==> src/hw/rtl/edmf_pkg.sv <==
// Shared types, sizes and helper functions for the echo distance median filter.
package edmf_pkg;

	localparam int WINDOW    = 5;
	localparam int AGE_W     = (WINDOW > 1) ? $clog2(WINDOW) : 1;
	localparam int IDX_W     = AGE_W;
	localparam int CNT_W     = $clog2(WINDOW + 1);

	localparam int ECHO_W    = 16;
	localparam int SPEED_W   = 16;
	localparam int ZERO_W    = 12;
	localparam int MAXD_W    = 13;
	localparam int DIST_W    = 15;
	localparam int FILL_W    = 6;
	localparam int REG_IDX_W = 2;
	localparam int CFG_W     = 16;

	localparam int SAMP_W    = 20;
	localparam int POS_W     = 19;
	localparam int PROD_W    = ECHO_W + SPEED_W;
	localparam int DIV_SHIFT = 7;
	localparam int RECIP_W   = 26;
	localparam int QUOT_W    = 19;
	localparam int RFULL_W   = PROD_W - DIV_SHIFT + RECIP_W;
	localparam int GATE_W    = 24;

	// ceil(2^32 / 125); exact quotient for any 25-bit dividend
	localparam logic [RECIP_W-1:0] RECIP_K = 26'd34359739;
	localparam logic signed [SAMP_W-1:0] LO_GATE = -20'sd320;

	localparam logic [SPEED_W-1:0] SPEED_RST = 16'd43904;
	localparam logic [ZERO_W-1:0]  ZERO_RST  = 12'd0;
	localparam logic [MAXD_W-1:0]  MAXD_RST  = 13'd4000;

	localparam logic [REG_IDX_W-1:0] REG_SPEED = 2'd0;
	localparam logic [REG_IDX_W-1:0] REG_ZERO  = 2'd1;
	localparam logic [REG_IDX_W-1:0] REG_MAXD  = 2'd2;

	localparam logic [AGE_W-1:0] AGE_LAST = AGE_W'(WINDOW - 1);
	localparam logic [IDX_W-1:0] IDX_LAST = IDX_W'(WINDOW - 1);
	localparam logic [CNT_W-1:0] RND_LAST = CNT_W'(WINDOW - 1);
	localparam logic [CNT_W-1:0] CNT_FULL = CNT_W'(WINDOW);

	localparam logic [1:0] RANK_EMPTY  = 2'd0;
	localparam logic [1:0] RANK_NONPOS = 2'd1;
	localparam logic [1:0] RANK_POS    = 2'd2;

	typedef struct packed {
		logic                     valid;
		logic [AGE_W-1:0]         age;
		logic signed [SAMP_W-1:0] val;
	} entry_t;

	typedef struct packed {
		logic                     insert;
		logic                     sort;
		logic                     phase;
		logic                     full;
		logic [CNT_W-1:0]         count;
		logic signed [SAMP_W-1:0] sample;
	} cell_ctrl_t;

	typedef enum logic [2:0] {
		ST_IDLE,
		ST_CONV,
		ST_INSERT,
		ST_SORT,
		ST_MEDIAN,
		ST_FINISH
	} state_t;

	function automatic logic [1:0] ent_rank(input entry_t e);
		logic [1:0] r;
		if (!e.valid) begin
			r = RANK_EMPTY;
		end else if (e.val > 0) begin
			r = RANK_POS;
		end else begin
			r = RANK_NONPOS;
		end
		return r;
	endfunction

	// a belongs nearer cell 0 than b: positives descending, then other samples, then empty
	function automatic logic ent_before(input entry_t a, input entry_t b);
		logic [1:0] ra;
		logic [1:0] rb;
		ra = ent_rank(a);
		rb = ent_rank(b);
		return (ra > rb) || (ra == RANK_POS && rb == RANK_POS && a.val > b.val);
	endfunction

endpackage

==> src/hw/rtl/edmf_conv.sv <==
// Echo time to 1/16 mm sample conversion pipeline with offset and range gate.
module edmf_conv import edmf_pkg::*; (
	input  logic                     clk,
	input  logic                     arst_n,
	input  logic                     start,
	input  logic                     op,
	input  logic [ECHO_W-1:0]        echo_us,
	input  logic [SPEED_W-1:0]       speed,
	input  logic signed [ZERO_W-1:0] zero,
	input  logic [MAXD_W-1:0]        max_dist,
	output logic                     done,
	output logic signed [SAMP_W-1:0] sample,
	output logic                     keep,
	output logic                     pos
);

	logic                     vld_s1, vld_s2, vld_s3;
	logic                     op_s1, op_s2;
	logic [PROD_W-1:0]        prod_s1;
	logic [QUOT_W-1:0]        quot_s2;
	logic signed [SAMP_W-1:0] samp_s3;
	logic                     keep_s3;

	logic [RFULL_W-1:0]       recip_full;
	logic signed [SAMP_W-1:0] quot_ext, off16, samp_c;
	logic signed [GATE_W-1:0] samp_w, five_s, lim;
	logic                     lo_ok, hi_ok;

	// floor(p / 16000) = floor(floor(p / 128) / 125)
	assign recip_full = {{RECIP_W{1'b0}}, prod_s1[PROD_W-1:DIV_SHIFT]}
		* {{(PROD_W - DIV_SHIFT){1'b0}}, RECIP_K};

	always_comb begin
		quot_ext = $signed({1'b0, quot_s2});
		off16    = {{(SAMP_W - ZERO_W - 4){zero[ZERO_W-1]}}, zero, 4'b0000};
		samp_c   = op_s2 ? quot_ext : (quot_ext - off16);
		samp_w   = GATE_W'(samp_c);
		five_s   = (samp_w <<< 2) + samp_w;
		lim      = $signed(GATE_W'({max_dist, 6'b0}) + GATE_W'({max_dist, 5'b0}));
		lo_ok    = samp_c >= LO_GATE;
		hi_ok    = five_s <= lim;
	end

	always_ff @(posedge clk or negedge arst_n) begin
		if (!arst_n) begin
			vld_s1 <= 1'b0;
			vld_s2 <= 1'b0;
			vld_s3 <= 1'b0;
		end else begin
			vld_s1 <= start;
			vld_s2 <= vld_s1;
			vld_s3 <= vld_s2;
		end
	end

	always_ff @(posedge clk) begin
		if (start) begin
			prod_s1 <= PROD_W'(echo_us) * PROD_W'(speed);
			op_s1   <= op;
		end
		if (vld_s1) begin
			quot_s2 <= recip_full[RFULL_W-1:RFULL_W-QUOT_W];
			op_s2   <= op_s1;
		end
		if (vld_s2) begin
			samp_s3 <= samp_c;
			keep_s3 <= op_s2 | (lo_ok & hi_ok);
		end
	end

	assign done   = vld_s3;
	assign sample = samp_s3;
	assign keep   = keep_s3;
	assign pos    = samp_s3 > 0;

endmodule

==> src/hw/rtl/edmf_cell.sv <==
// One window cell: holds a sample and its age, inserts and swaps with a neighbor.
module edmf_cell import edmf_pkg::*; (
	input  logic             clk,
	input  logic             arst_n,
	input  logic [IDX_W-1:0] idx,
	input  cell_ctrl_t       ctrl,
	input  entry_t           below,
	input  entry_t           above,
	output entry_t           ent,
	output logic             evict_pos
);

	entry_t ent_q, nxt;
	logic   is_low, has_mate, swap, hit;

	always_comb begin
		is_low   = (idx[0] == ctrl.phase);
		has_mate = is_low ? (idx != IDX_LAST) : (idx != '0);
		swap     = 1'b0;
		if (has_mate) begin
			swap = is_low ? ent_before(above, ent_q) : ent_before(ent_q, below);
		end
		hit = ctrl.full ? (ent_q.valid && ent_q.age == AGE_LAST)
			: (CNT_W'(idx) == ctrl.count);
		nxt = ent_q;
		if (ctrl.insert) begin
			if (hit) begin
				nxt.valid = 1'b1;
				nxt.age   = '0;
				nxt.val   = ctrl.sample;
			end else if (ent_q.valid) begin
				nxt.age = ent_q.age + 1'b1;
			end
		end else if (ctrl.sort && swap) begin
			nxt = is_low ? above : below;
		end
	end

	always_ff @(posedge clk or negedge arst_n) begin
		if (!arst_n) begin
			ent_q <= '0;
		end else begin
			ent_q <= nxt;
		end
	end

	assign ent       = ent_q;
	assign evict_pos = ent_q.valid && ent_q.age == AGE_LAST && ent_q.val > 0;

endmodule

==> src/hw/rtl/echo_distance_median_filter_unit.sv <==
// Echo distance median filter top level: config registers, sequencer, cell row, median.
//
// Sample channel: sample_valid / sample_stall with op and echo_us. A transfer
// happens when sample_valid is high and sample_stall is low. One sample is in
// work at a time; sample_stall is high from the transfer until its result is
// stored in the output register.
// Result channel: result_valid / result_stall with distance_mm, accepted and
// filled. The result register holds while result_stall is high, and the next
// sample may already be taken in; its result waits until the register frees.
// From sample transfer to result_valid, a sample passes the three-stage
// conversion pipeline and WINDOW odd-even exchange passes along the cell row
// that re-sort the window after each insert; the next sample is taken only
// once this result is stored in the output register.
// Configuration: cfg_we with cfg_index and cfg_data, to be written only while idle; the block does not enforce this.
// Reset clears the window, the counters and the result valid flag, and loads
// the default sound speed, zero offset and range.
module echo_distance_median_filter_unit import edmf_pkg::*; (
	input  logic                 clk,
	input  logic                 arst_n,
	input  logic                 cfg_we,
	input  logic [REG_IDX_W-1:0] cfg_index,
	input  logic [CFG_W-1:0]     cfg_data,
	input  logic                 sample_valid,
	output logic                 sample_stall,
	input  logic                 op,
	input  logic [ECHO_W-1:0]    echo_us,
	output logic                 result_valid,
	input  logic                 result_stall,
	output logic [DIST_W-1:0]    distance_mm,
	output logic                 accepted,
	output logic [FILL_W-1:0]    filled
);

	state_t state_q, state_nxt;

	logic [SPEED_W-1:0]       speed_q;
	logic signed [ZERO_W-1:0] zero_q;
	logic [MAXD_W-1:0]        maxd_q;

	logic [CNT_W-1:0] count_q, npos_q, rnd_q;
	logic             full;

	logic                     conv_start, conv_done, conv_keep, conv_pos;
	logic signed [SAMP_W-1:0] conv_sample;

	cell_ctrl_t       ctrl;
	entry_t           ent [WINDOW];
	logic [WINDOW-1:0] evict_vec;
	logic             evict_any;

	logic             do_insert, do_sort, do_median, load;
	logic [CNT_W-1:0] hi_pos, lo_pos;
	logic [POS_W-1:0] med_a, med_b, med_a_q, med_b_q;
	logic [POS_W:0]   med_sum;
	logic [DIST_W-1:0] dist_c;

	logic              result_valid_q, accepted_q;
	logic [DIST_W-1:0] dist_q;
	logic [FILL_W-1:0] filled_q;

	logic [WINDOW-1:0] valid_vec, pos_vec, ordered;

	always_ff @(posedge clk or negedge arst_n) begin
		if (!arst_n) begin
			speed_q <= SPEED_RST;
			zero_q  <= ZERO_RST;
			maxd_q  <= MAXD_RST;
		end else if (cfg_we) begin
			case (cfg_index)
				REG_SPEED: speed_q <= cfg_data[SPEED_W-1:0];
				REG_ZERO:  zero_q  <= cfg_data[ZERO_W-1:0];
				REG_MAXD:  maxd_q  <= cfg_data[MAXD_W-1:0];
				default: ;
			endcase
		end
	end

	edmf_conv u_conv (
		.clk      (clk),
		.arst_n   (arst_n),
		.start    (conv_start),
		.op       (op),
		.echo_us  (echo_us),
		.speed    (speed_q),
		.zero     (zero_q),
		.max_dist (maxd_q),
		.done     (conv_done),
		.sample   (conv_sample),
		.keep     (conv_keep),
		.pos      (conv_pos)
	);

	always_comb begin
		state_nxt = state_q;
		case (state_q)
			ST_IDLE:   if (sample_valid) state_nxt = ST_CONV;
			ST_CONV:   if (conv_done) state_nxt = ST_INSERT;
			ST_INSERT: state_nxt = ST_SORT;
			ST_SORT:   if (rnd_q == RND_LAST) state_nxt = ST_MEDIAN;
			ST_MEDIAN: state_nxt = ST_FINISH;
			ST_FINISH: if (!result_valid_q || !result_stall) state_nxt = ST_IDLE;
			default:   state_nxt = ST_IDLE;
		endcase
	end

	always_comb begin
		sample_stall = 1'b1;
		conv_start   = 1'b0;
		do_insert    = 1'b0;
		do_sort      = 1'b0;
		do_median    = 1'b0;
		load         = 1'b0;
		case (state_q)
			ST_IDLE: begin
				sample_stall = 1'b0;
				conv_start   = sample_valid;
			end
			ST_INSERT: do_insert = conv_keep;
			ST_SORT:   do_sort   = 1'b1;
			ST_MEDIAN: do_median = 1'b1;
			ST_FINISH: load      = !result_valid_q || !result_stall;
			default: ;
		endcase
	end

	always_ff @(posedge clk or negedge arst_n) begin
		if (!arst_n) begin
			state_q <= ST_IDLE;
		end else begin
			state_q <= state_nxt;
		end
	end

	assign full      = count_q == CNT_FULL;
	assign evict_any = |evict_vec;

	always_comb begin
		ctrl.insert = do_insert;
		ctrl.sort   = do_sort;
		ctrl.phase  = rnd_q[0];
		ctrl.full   = full;
		ctrl.count  = count_q;
		ctrl.sample = conv_sample;
	end

	always_ff @(posedge clk or negedge arst_n) begin
		if (!arst_n) begin
			count_q <= '0;
			npos_q  <= '0;
			rnd_q   <= '0;
		end else begin
			if (do_insert) begin
				if (!full) count_q <= count_q + 1'b1;
				npos_q <= npos_q + CNT_W'(conv_pos) - CNT_W'(full & evict_any);
			end
			if (state_q == ST_INSERT) begin
				rnd_q <= '0;
			end else if (do_sort) begin
				rnd_q <= rnd_q + 1'b1;
			end
		end
	end

	for (genvar i = 0; i < WINDOW; i++) begin : g_cell
		entry_t below_w, above_w;
		if (i == 0) begin : g_lo
			assign below_w = '0;
		end else begin : g_lo
			assign below_w = ent[i-1];
		end
		if (i == WINDOW - 1) begin : g_hi
			assign above_w = '0;
		end else begin : g_hi
			assign above_w = ent[i+1];
		end
		edmf_cell u_cell (
			.clk       (clk),
			.arst_n    (arst_n),
			.idx       (IDX_W'(i)),
			.ctrl      (ctrl),
			.below     (below_w),
			.above     (above_w),
			.ent       (ent[i]),
			.evict_pos (evict_vec[i])
		);
	end

	// positives sit in cells 0..npos-1, descending
	assign hi_pos = npos_q >> 1;
	assign lo_pos = hi_pos - 1'b1;

	always_comb begin
		med_a = '0;
		med_b = '0;
		for (int i = 0; i < WINDOW; i++) begin
			if (CNT_W'(i) == hi_pos) med_a = med_a | ent[i].val[POS_W-1:0];
			if (CNT_W'(i) == lo_pos) med_b = med_b | ent[i].val[POS_W-1:0];
		end
	end

	always_ff @(posedge clk) begin
		if (do_median) begin
			med_a_q <= med_a;
			med_b_q <= med_b;
		end
	end

	always_comb begin
		med_sum = {1'b0, med_a_q} + {1'b0, med_b_q};
		if (npos_q == '0) begin
			dist_c = '0;
		end else if (npos_q[0]) begin
			dist_c = med_a_q[POS_W-1:4];
		end else begin
			dist_c = med_sum[POS_W:5];
		end
	end

	always_ff @(posedge clk or negedge arst_n) begin
		if (!arst_n) begin
			result_valid_q <= 1'b0;
		end else if (load) begin
			result_valid_q <= 1'b1;
		end else if (!result_stall) begin
			result_valid_q <= 1'b0;
		end
	end

	always_ff @(posedge clk) begin
		if (load) begin
			dist_q     <= dist_c;
			accepted_q <= conv_keep;
			filled_q   <= FILL_W'(count_q);
		end
	end

	assign result_valid = result_valid_q;
	assign distance_mm  = dist_q;
	assign accepted     = accepted_q;
	assign filled       = filled_q;

	always_comb begin
		for (int i = 0; i < WINDOW; i++) begin
			valid_vec[i] = ent[i].valid;
			pos_vec[i]   = ent_rank(ent[i]) == RANK_POS;
		end
		for (int i = 0; i < WINDOW - 1; i++) begin
			ordered[i] = !ent_before(ent[i+1], ent[i]);
		end
		ordered[WINDOW-1] = 1'b1;
	end

	a_cnt_match: assert property (@(posedge clk) disable iff (!arst_n)
		$countones(valid_vec) == count_q)
		else $error("window count disagrees with occupied cells");

	a_pos_match: assert property (@(posedge clk) disable iff (!arst_n)
		$countones(pos_vec) == npos_q)
		else $error("positive count disagrees with cell contents");

	a_sorted: assert property (@(posedge clk) disable iff (!arst_n)
		(state_q == ST_MEDIAN) |-> (&ordered))
		else $error("cell row not sorted at median pick");

	a_conv_when: assert property (@(posedge clk) disable iff (!arst_n)
		conv_done |-> (state_q == ST_CONV))
		else $error("conversion finished outside conversion wait");

endmodule

==> config.mk <==
export PLATFORM = sky130hd
export DESIGN_NAME = echo_distance_median_filter_unit
export DESIGN_NICKNAME = d
export VERILOG_FILES = /design/src/hw/rtl/edmf_pkg.sv /design/src/hw/rtl/edmf_conv.sv /design/src/hw/rtl/edmf_cell.sv /design/src/hw/rtl/echo_distance_median_filter_unit.sv
export SDC_FILE = /design/constraint.sdc
export NUM_CORES = 2
export LEC_CHECK = 0
export CORE_ASPECT_RATIO = 0.9
export CORE_MARGIN = 3
export CORE_UTILIZATION = 45
export DETAILED_ROUTE_END_ITERATION = 8
export DONT_BUFFER_PORTS = 1
export GPL_TIMING_DRIVEN = 0
export PLACE_DENSITY = 0.73
export SYNTH_ARGS = -nofsm -noshare
export SYNTH_HDL_FRONTEND = slang
export SYNTH_SLANG_ARGS = --single-unit
==> constraint.sdc <==
create_clock -name clk -period 6.2 [get_ports clk]
set_input_delay 0.93 -clock clk [delete_from_list [all_inputs] [get_ports clk]]
set_output_delay 0.93 -clock clk [all_outputs]
set_load 0.01 [all_outputs]
==> results.json <==
{
  "cts_hold_buffers": 0,
  "vias": 28700,
  "dieArea_mm2": 0.0857,
  "fin_cells": 5003,
  "postRouteAntennaNets": 0,
  "status": "finished with violations",
  "multi_input_area_mm2": 0.0263,
  "finalHoldViolCount": 0,
  "dp_slack_ps": -1440,
  "fin_nets": 4902,
  "dp.cells": 4830,
  "synthFlopType": "dfrtp_1",
  "cts_buffers": 34,
  "final_area_mm2": 0.0414,
  "routed_wl_um": 106000,
  "worstPathRequired_ps": 6500,
  "synth_commonest_cells": "inv_1, ha_1, fa_1",
  "area_delta_synth_final_pct": 11.9,
  "drt_iter0_markers": 2622,
  "cp.arrival_ps": 7390,
  "crit_fanout": 5,
  "ys_types": 89,
  "htree_num_levels": 2,
  "rrSetupSlack_ps": -880,
  "start_kind": "flop",
  "violations": "DRC, setup timing",
  "track_usage_pct": 24.2,
  "port-buffer-count": 0,
  "antenna_found_initial": 4,
  "ctsLongestPathBuffers": 3,
  "yosysWarnings": 0,
  "grt_pass1_wl_um": 163000,
  "drive_gt1_share_pct": 12.5,
  "clkTransAtPathRegs_ps": 60,
  "grt_start_max_net_pins": 178,
  "drc": 1,
  "min_path_type": "in2async",
  "ys_async_sr_fraction_pct": 58.8,
  "regArea_mm2": 0.00818,
  "critPathMaxStageDelay_ps": 550,
  "dpl.hpwl_um": 80000,
  "maxCapViolations": 0,
  "grt_pass1_vias": 29400,
  "ys_top_cells_by_area": "fa_1, ha_1, dfrtp_1, edfxtp_1, inv_1",
  "wl_per_cell_um": 21.1,
  "crit_family": "adder cells",
  "path_buf_inv": 6,
  "detail_route.first_pass.iterations": 9,
  "crit_top_cell": "fa_1",
  "synth_top_cell_by_area": "fa_1",
  "grt_overflow": 0,
  "postPlaceCellArea_mm2": 0.0386,
  "syn_area_mm2": 0.0370,
  "max_slew_margin_pct": 26.1,
  "fillers": 7112,
  "slowest_stage": "fa_1",
  "ios": 64,
  "cts_tree": "done",
  "path_class": "reg2reg",
  "min_period_ps": 7080,
  "die_width_um": 308,
  "yosysMostFrequentCell": "inv_1",
  "path_cells": "buf_6 > fa_1 > inv_1 > fa_1 > fa_1 > inv_1 > fa_1 > fa_1 > inv_1 > fa_1 > inv_1 > fa_1 > ha_4 > a21oi_2 > o22ai_2 > nor3_2 > o311ai_4 > o21a_1 > a211o_4 > a211o_1 > buf_4 > a21o_1 > a21oi_2 > xnor2_1",
  "gp_congestion": 0.994,
  "end_kind": "flop",
  "fmaxAchievable_ghz": 0.141,
  "rsz0062_at_grt": "yes",
  "fin_util_pct": 51.0,
  "dieHeight_um": 278,
  "seq_area_frac_synth_pct": 22.1,
  "netlist_instances": 3764,
  "setup_viol": 20,
  "finalMaxSlewViolations": 0,
  "fin_crit_sh_pct": 114,
  "finalClockSkew_ps": 40.8,
  "layout_setup_ws_ps": -883,
  "core-area_mm2": 0.0813,
  "start_util_pct": 45.6,
  "yosys.area.top_type_share_pct": 21.7,
  "cts_root_buffer": "clkbuf_16",
  "ys_seq_elements": 301,
  "clock_sinks": 301,
  "synth_edf_count": 124,
  "worstMarginPinSlew_ps": 1110,
  "row_count": 99,
  "syn_avg_cell_area_um2": 9.83,
  "vias_per_cell": 5.74,
  "clkLatencyLatePin_ps": 580
}
-- metal layers --
metal	up-vias	routed length (um)	global-route usage, %
met1	14100	40900	30.7
met4	4	5530	11.2
li1	12900	-	-
met2	1355	49400	39.2
met5	-	33	0
met3	363	9980	5.93
-- state kept, by name, indices dropped and copies added (netlist names), 3 cells and up --
signal             flops
maxd_q                13
g_cell.u_cell.ent    120
u_conv.prod_s1        25
zero_q                12
state_q                3
med_a_q               19
distance_mm           15
filled                 3
count_q                3
u_conv.quot_s2        19
u_conv.sample         20
rnd_q                  3
med_b_q               19
npos_q                 3
speed_q               16
-- path summary, 6_finish.rpt --
path,from,end,cells past startpoint
max,u_conv.prod_s1[30],u_conv.quot_s2[15],24
max in group asynchronous,arst_n,u_conv.vld_s1,0
min reg2reg,u_conv.op_s1,u_conv.op_s2,0
max reg2reg,u_conv.prod_s1[30],u_conv.quot_s2[15],24
min in group clk,u_conv.op_s1,u_conv.op_s2,0
min,arst_n,npos_q[2],0
-- layout make-up --
type                            count  share of cell area [%]
Inverter                          754                    6.86
Clock buffer                       47                    2.20
Buffer                            108                    1.48
Clock inverter                     15                   0.414
Antenna cell                        1                 0.00604
Tap cell                         1060                    3.20
Timing Repair Buffer              124                    2.55
Sequential cell                   301                    19.7
Multi-Input combinational cell   2593                    63.6
-- what timing repair did --
item,in CTS,in global routing
setup endpoints to repair,34,30
gates resized for setup,119,126
cloned,0,1
pin swaps,80,103
buffers inserted,83,39
-- per-stage QoR --
stage | setup TNS [ps] | hold WS (ps)
after floorplan | -2600 | 400
after global placement | -24380 | 413
after detailed placement | -26940 | 425
after CTS | -7930 | 43.7
after global routing | -12580 | 46.1
final | -9370 | 66.0
-- worst register-to-register path: stages (launching register included) --
cell      delay [ps]
edfxtp_1         510
buf_6            180
fa_1             550
inv_1             90
fa_1             480
fa_1             500
inv_1             60
fa_1             460
fa_1             490
inv_1             50
fa_1             470
inv_1             50
fa_1             530
ha_4             230
a21oi_2          160
o22ai_2           90
nor3_2           280
o311ai_4         160
o21a_1           230
a211o_4          350
a211o_1          350
buf_4            160
a21o_1           190
a21oi_2          130
xnor2_1           80
-- layout by cell type (no fill, tap or decap), types with 31 or more instances in the layout --
cell type,n
xnor2_1,55
nand3_1,34
nor2b_1,33
ha_1,502
inv_1,718
and2_1,103
dfrtp_1,156
buf_6,31
buf_4,103
clkbuf_1,69
edfxtp_1,124
ha_4,36
mux2_2,91
nand2_1,297
nor2_1,101
clkbuf_16,36
mux2i_1,94
a21oi_1,149
a22oi_1,98
fa_1,379
o21ai_0,89
xor2_1,36
a21o_1,86
-- cell families (layout without fill, tap and decap cells) --
family,Yosys count,after routing,synth area share [%]
adder cells (fa/ha/maj),947,947,40.1
flip-flops,301,301,22.1
AND/OR/NAND/NOR,717,717,9.30
buffers and inverters,872,1048,8.97
AO/OA/AOI/OAI,647,647,12.0
XOR/XNOR,93,93,2.20
multiplexers,186,186,5.35
other,1,4,0.0101
Power is not shown: default switching activity piles up to over one toggle a cycle in this logic, so the estimate is an artifact.
